**src/sv/dsil_pkg.sv**
```systemverilog
// ----------------------------------------------------------------------------
// Dedup set package
// Shared constants, action codes and the cell control struct for the
// insertion-ordered unique-value set.
// ----------------------------------------------------------------------------
`default_nettype none

package dsil_pkg;

   // Fixed widths of the request and response fields.
   localparam int ACTION_W    = 2;
   localparam int REQ_ELEM_W  = 32;
   localparam int RSP_COUNT_W = 5;

   // Defaults for the top-level parameters.
   localparam int DEF_CAPACITY   = 16;
   localparam int DEF_ELEM_WIDTH = 32;

   typedef logic [ACTION_W-1:0] action_type;

   // Action codes. Any other code behaves as a query.
   localparam action_type ACT_ADD    = 2'd0;
   localparam action_type ACT_REMOVE = 2'd1;
   localparam action_type ACT_QUERY  = 2'd2;

   // Per-cell update controls broadcast from the top level.
   typedef struct packed {
      logic load_new;   // this cell takes the key as a new entry
      logic remove_go;  // a remove is committing this cycle
   } cell_ctl_type;

endpackage : dsil_pkg

`default_nettype wire

```
**src/sv/dsil_cell.sv**
```systemverilog
// ----------------------------------------------------------------------------
// Dedup set cell
// One storage slot of the set: holds an entry, compares it with the key,
// and on a remove takes the entry of its upper neighbor once the matching
// slot lies at or below it.
// ----------------------------------------------------------------------------
`default_nettype none

module dsil_cell #(
   parameter int ELEM_WIDTH = 32
) (
   input  wire logic                  clock,
   input  wire logic                  reset,
   input  wire dsil_pkg::cell_ctl_type ctl,
   input  wire logic                  occupied,
   input  wire logic [ELEM_WIDTH-1:0] key,
   input  wire logic [ELEM_WIDTH-1:0] next_elem,
   input  wire logic                  pass_in,
   output logic                       pass_out,
   output logic [ELEM_WIDTH-1:0]      data_out,
   output logic                       hit
);
   import dsil_pkg::*;

   logic [ELEM_WIDTH-1:0] data_ff;
   logic                  hit_ff;
   logic                  hit_in;
   logic                  shift_up;

   // A slot matches only while it holds a live entry.
   assign hit_in = occupied && (data_ff == key);

   // The gap-closing run starts at the matching slot and carries upward.
   assign pass_out = pass_in | hit_ff;
   assign shift_up = ctl.remove_go & pass_out;

   // Compare result is registered ahead of the update cycle.
   always_ff @(posedge clock) begin
      if (reset) begin
         hit_ff <= 1'b0;
      end else begin
         hit_ff <= hit_in;
      end
   end

   // Entry storage: load a new element or move the neighbor's entry down.
   always_ff @(posedge clock) begin
      if (ctl.load_new) begin
         data_ff <= key;
      end else if (shift_up) begin
         data_ff <= next_elem;
      end
   end

   assign data_out = data_ff;
   assign hit      = hit_ff;

endmodule : dsil_cell

`default_nettype wire

```
**src/sv/dedup_set_insert_remove_lookup.sv**
```systemverilog
// The response strobe rsp_valid follows the accepting edge through the compare
// in all cells, the update and the registered response.
// A new item is taken only once the registered compare stage is free; that stage
// must see the cells as left by the previous item's update.
// Reset: the held count and the pipeline flags clear; entries are not cleared.
// The response cannot be stalled; each result is shown for one cycle only.
// ----------------------------------------------------------------------------
// Dedup set top level
// Fixed-capacity, insertion-ordered set of unique values built as a row of
// compare-and-shift cells, with add, remove and membership query.
// ----------------------------------------------------------------------------
`default_nettype none

module dedup_set_insert_remove_lookup #(
   parameter int CAPACITY   = dsil_pkg::DEF_CAPACITY,
   parameter int ELEM_WIDTH = dsil_pkg::DEF_ELEM_WIDTH
) (
   input  wire logic                             clock,
   input  wire logic                             reset,
   input  wire logic                             start,
   output logic                                  busy,
   input  wire dsil_pkg::action_type             req_action,
   input  wire logic [dsil_pkg::REQ_ELEM_W-1:0]  req_element,
   output logic                                  rsp_valid,
   output logic                                  rsp_was_present,
   output logic [dsil_pkg::RSP_COUNT_W-1:0]      rsp_count,
   output logic                                  rsp_overflow
);
   import dsil_pkg::*;

   localparam int CW = $clog2(CAPACITY + 1);

   logic                  accept;
   logic                  s1_valid_ff;
   logic                  s2_valid_ff;
   action_type            action_ff;
   logic [ELEM_WIDTH-1:0] key_ff;
   logic [ELEM_WIDTH+REQ_ELEM_W-1:0] elem_wide;
   logic [CW-1:0]         count_ff;
   logic [CW-1:0]         count_in;
   logic [CW+RSP_COUNT_W-1:0] count_wide;

   logic                  present;
   logic                  is_add;
   logic                  is_remove;
   logic                  is_full;
   logic                  add_do;
   logic                  remove_do;
   logic                  ovf;

   logic                  rsp_valid_ff;
   logic                  rsp_was_present_ff;
   logic [RSP_COUNT_W-1:0] rsp_count_ff;
   logic                  rsp_overflow_ff;

   logic [CAPACITY-1:0]   hit_vec;
   logic [CAPACITY:0]     pass_vec;
   logic [ELEM_WIDTH-1:0] cell_data [CAPACITY];

   // Item handshake; the compare stage must be free.
   assign accept = start && !busy;
   assign busy   = s1_valid_ff;

   // Key is compared in its low ELEM_WIDTH bits, zero-extended if wider.
   assign elem_wide = {{ELEM_WIDTH{1'b0}}, req_element};

   // Pipeline flags.
   always_ff @(posedge clock) begin
      if (reset) begin
         s1_valid_ff <= 1'b0;
         s2_valid_ff <= 1'b0;
      end else begin
         s1_valid_ff <= accept;
         s2_valid_ff <= s1_valid_ff;
      end
   end

   // Request capture; held until the next accepted item.
   always_ff @(posedge clock) begin
      if (accept) begin
         action_ff <= req_action;
         key_ff    <= elem_wide[ELEM_WIDTH-1:0];
      end
   end

   // Decision logic in the update cycle.
   always_comb begin
      present   = |hit_vec;
      is_add    = (action_ff == ACT_ADD);
      is_remove = (action_ff == ACT_REMOVE);
      is_full   = (count_ff == CW'(CAPACITY));
      add_do    = s2_valid_ff && is_add && !present && !is_full;
      remove_do = s2_valid_ff && is_remove && present;
      ovf       = is_add && !present && is_full;
      count_in  = count_ff;
      if (add_do) begin
         count_in = count_ff + CW'(1);
      end else if (remove_do) begin
         count_in = count_ff - CW'(1);
      end
   end

   assign count_wide = {{RSP_COUNT_W{1'b0}}, count_in};

   // Row of cells; the remove run starts at the matching slot, the chain's bottom input is tied low.
   assign pass_vec[0] = 1'b0;

   for (genvar gi = 0; gi < CAPACITY; gi++) begin : g_cell
      cell_ctl_type          ctl;
      logic [ELEM_WIDTH-1:0] next_elem;

      assign ctl.load_new  = add_do && (count_ff == CW'(gi));
      assign ctl.remove_go = remove_do;

      if (gi == CAPACITY - 1) begin : g_top
         assign next_elem = cell_data[gi];
      end else begin : g_mid
         assign next_elem = cell_data[gi + 1];
      end

      dsil_cell #(
         .ELEM_WIDTH(ELEM_WIDTH)
      ) u_cell (
         .clock    (clock),
         .reset    (reset),
         .ctl      (ctl),
         .occupied (CW'(gi) < count_ff),
         .key      (key_ff),
         .next_elem(next_elem),
         .pass_in  (pass_vec[gi]),
         .pass_out (pass_vec[gi + 1]),
         .data_out (cell_data[gi]),
         .hit      (hit_vec[gi])
      );
   end

   // Held count and the registered response.
   always_ff @(posedge clock) begin
      if (reset) begin
         count_ff     <= '0;
         rsp_valid_ff <= 1'b0;
      end else begin
         count_ff     <= count_in;
         rsp_valid_ff <= s2_valid_ff;
      end
   end

   always_ff @(posedge clock) begin
      if (s2_valid_ff) begin
         rsp_was_present_ff <= present;
         rsp_count_ff       <= count_wide[RSP_COUNT_W-1:0];
         rsp_overflow_ff    <= ovf;
      end
   end

   assign rsp_valid       = rsp_valid_ff;
   assign rsp_was_present = rsp_was_present_ff;
   assign rsp_count       = rsp_count_ff;
   assign rsp_overflow    = rsp_overflow_ff;

endmodule : dedup_set_insert_remove_lookup

`default_nettype wire

```
**config.mk**
```make
export PLATFORM = sky130hd
export DESIGN_NAME = dedup_set_insert_remove_lookup
export DESIGN_NICKNAME = d
export VERILOG_FILES = /design/src/sv/dsil_pkg.sv /design/src/sv/dsil_cell.sv /design/src/sv/dedup_set_insert_remove_lookup.sv
export SDC_FILE = /design/constraint.sdc
export NUM_CORES = 1
export LEC_CHECK = 0
export ABC_AREA = 1
export BUFFER_PORTS_ARGS = -buffer_cell sky130_fd_sc_hd__buf_2
export CORE_ASPECT_RATIO = 1.4
export CORE_MARGIN = 2
export CORE_UTILIZATION = 50
export CTS_CLUSTER_SIZE = 10
export DETAILED_ROUTE_END_ITERATION = 10
export PLACE_DENSITY = 0.68
export REMOVE_ABC_BUFFERS = 1
export SYNTH_ARGS = -nofsm -noshare
export SYNTH_HDL_FRONTEND = slang
export SYNTH_SLANG_ARGS = --single-unit
export TNS_END_PERCENT = 100
```
**constraint.sdc**
```tcl
create_clock -name clock -period 5 [get_ports clock]
set_input_delay 0 -clock clock [delete_from_list [all_inputs] [get_ports clock]]
set_output_delay 0 -clock clock [all_outputs]
set_load 0.01 [all_outputs]
```
==> reports/metrics.cfg <==
[run_status]
status = complete, no violations

[sta]
fmax_mhz = 264
fin_crit_sh = 0.757
slew_headroom = 0.156
tightestPinTransition_ns = 1.27
slew_viol_final = 0
hold_viol = 0
layout_min_cycle_time_ns = 3.78
skew_ns = 0.0244
finalSetupViolations = 0
rsz0062_at_grt = no

[placed_design]
gp_congestion = 0.996
port_buffers = 45
hpwl_mm = 77.8
place_area_mm2 = 0.0320

[clocking]
clock-sinks = 577
postCtsSetupBuffers = 0
post_cts_resize_count = 0
hold_buffers = 37
h-tree-depth = 3
clk_path_buf_depth = 3
path_clk_slew_ns = 0.05
cts-root-buf = clkbuf_16
clk_latency_ns = 0.62
numCtsBuffers = 68
tritoncts = yes

[cells_and_area]
nNetsFinal = 3620
mostFrequentLayoutCells = 1337 x nand2_1, 553 x edfxtp_1, 378 x nand3_1
layout-drive-gt1-share = 0.0724
design_area_mm2 = 0.0343
layout_commonest_cell = nand2_1
area.growth.synth_to_final_pct = 10.3

[power_and_ir_drop]
power.total_mw = 10.5
ir_drop_v = 0.000290
power_density_mw_per_mm2 = 307
p_leak_nw = 13.8

[min_path]
hp-start = req_element[3]
hold_class = input pin to flop
hold_end = key_ff[3]$_DFFE_PP_
holdPathStages = 2

[worst_setup_path]
slowest_stage = nand2_2
cpPeakStageDelay_ns = 0.60
critPathKind = flop to flop
worst-r2r-setup-slack_ns = 1.22
cp_max_fo = 130
worst_r2r_path_depth = 10
cp_cell_sequence = inv_1 -> ha_1 -> nand2_1 -> inv_1 -> nand2_1 -> nand2_2 -> inv_8 -> nand2_2 -> o21ai_2 -> buf_4
cp.arrival_ns = 4.04
r2r_end = g_cell[4].u_cell.data_out[25]$_DFFE_PP_
crit_buf_inv = 4
r2r_start = count_ff[1]$_SDFF_PP0_
critPathTopFamily = buffers and inverters
cp-end-kind = flop
cp.required_ns = 5.25
crit_path_start_kind = flop

[synthesis]
ys_seq_elements = 577
async_flop_share = 0
yosysSeqAreaShare = 0.549
synth_ff_type = edfxtp_1
syn_area_mm2 = 0.0311
syn_area_per_cell_um2 = 8.64
ys_types = 40
synth_warnings = 0
synth-edff-count = 553
synthCells = 3597

[global_routing]
grt.busiest_layer = met2
grt_pass1_vias = 25500
grt_max_degree = 131
grt.met2_usage = 0.591
grtUsageMet3 = 0.0833
grt_pass1_wl_mm = 170
grtUsageMet1 = 0.415
grt_antenna_before_repair = 5
overflow = 0
grt_usage = 0.368

[route]
drcViolationCount = 0
drtPass1Iterations = 6
drt-initial-drc-count = 3786
routed_via_density = 6.12
vias = 27200
wl_per_cell_um = 26.9
ant_nets = 0
drt-total-wl_mm = 119

[die]
dieArea_mm2 = 0.0642
io_pins = 46
rows = 108
core_area_mm2 = 0.0618
die_h_um = 299
initial_utilization = 0.504
die_w_um = 215

[flow_run]
drv_cap = 0

==> power by group <==
| group | switching [mW] | total, mW | internal [mW] |
|---|---|---|---|
| sequential | 0.0152 | 5.27 | 5.25 |
| combinational | 0.569 | 0.749 | 0.180 |
| clock | 1.95 | 4.52 | 2.57 |
| total | 2.53 | 10.5 | 8.01 |
==> layer usage <==
metal,up-vias,share of wire
li1,12000,-
met1,12500,0.33
met2,1953,0.46
met3,620,0.11
met4,10,0.10
met5,-,0.00054
==> cell usage after synthesis (all sizes together) (24+ instances only) <==
cell | count | share of area
nand2 | 1348 | 0.16
edfxtp | 553 | 0.53
nand3 | 378 | 0.061
o21ai | 284 | 0.046
nor2 | 252 | 0.031
clkbuf | 153 | 0.018
buf | 114 | 0.019
xor2 | 106 | 0.030
xnor2 | 101 | 0.028
inv | 73 | 0.0088
o22ai | 73 | 0.015
nor3 | 40 | 0.0072
nand4 | 34 | 0.0068
dfxtp | 24 | 0.015
==> flip-flops by register name, indices dropped and copies added (netlist names) <==
name	cells
g_cell.u_cell.data_out	512
key_ff	32
g_cell.u_cell.hit	16
count_ff	5
rsp_count	5
action_ff	2
busy	1
rsp_overflow	1
rsp_valid	1
rsp_was_present	1
s2_valid_ff	1
==> cells by family after synthesis <==
family / count (synthesis) / synth area share
AO/OA/AOI/OAI: 392 / 0.0680
XOR/XNOR: 207 / 0.0583
adder cells (fa/ha/maj): 5 / 0.00201
buffers and inverters: 350 / 0.0480
flip-flops: 577 / 0.549
AND/OR/NAND/NOR: 2066 / 0.274
==> metrics by stage <==
stage / util / hold slack [ns] / TNS, ns / cells / setup WS, ns
global route: 0.555 / 0.0956 / 0 / 4432 / 0.951
finish: 0.555 / 0.0940 / 0 / 4436 / 1.22
CTS: 0.555 / 0.0703 / 0 / 4432 / 1.28
global placement: 0.518 / 0.177 / 0 / 4296 / 1.29
detailed placement: 0.518 / 0.178 / 0 / 4296 / 1.29
floorplan: - / 0.0691 / -261.60 / 3330 / -1.63
==> area by class of cell <==
| cell class | instances | area (um^2) |
|---|---|---|
| Sequential cell | 577 | 17100 |
| Tap cell | 825 | 1030 |
| Clock inverter | 5 | 61.3 |
| Fill cell | 5547 | 27500 |
| Timing Repair Buffer | 178 | 1320 |
| Inverter | 83 | 319 |
| Antenna cell | 4 | 10.0 |
| Multi-Input combinational cell | 2670 | 12600 |
| Clock buffer | 94 | 1860 |
==> worst reg2reg max path, cell delays in order, from the launching register on <==
cell and delay (ns):
dfxtp_1 0.56, inv_1 0.25, ha_1 0.28, nand2_1 0.08, inv_1 0.06, nand2_1 0.17, nand2_2 0.15, inv_8 0.52
nand2_2 0.80, o21ai_2 0.19, buf_4 0.37
==> how the worst max path moves through the flow <==
stage | start | cells after the start | end | slack [ns]
finish | count_ff[1]$_SDFF_PP0_ | 10 | g_cell[4].u_cell.data_out[25]$_DFFE_PP_ | 1.22
global route | count_ff[0]$_SDFF_PP0_ | 10 | g_cell[5].u_cell.data_out[25]$_DFFE_PP_ | 0.95
CTS | count_ff[1]$_SDFF_PP0_ | 10 | g_cell[5].u_cell.data_out[17]$_DFFE_PP_ | 1.28
detailed placement | count_ff[1]$_SDFF_PP0_ | 10 | g_cell[5].u_cell.data_out[11]$_DFFE_PP_ | 1.29
global placement | count_ff[1]$_SDFF_PP0_ | 10 | g_cell[5].u_cell.data_out[11]$_DFFE_PP_ | 1.29
floorplan | count_ff[1]$_SDFF_PP0_ | 9 | g_cell[4].u_cell.data_out[0]$_DFFE_PP_ | -1.63
No activity file was read; power rests on OpenSTA's default activity.
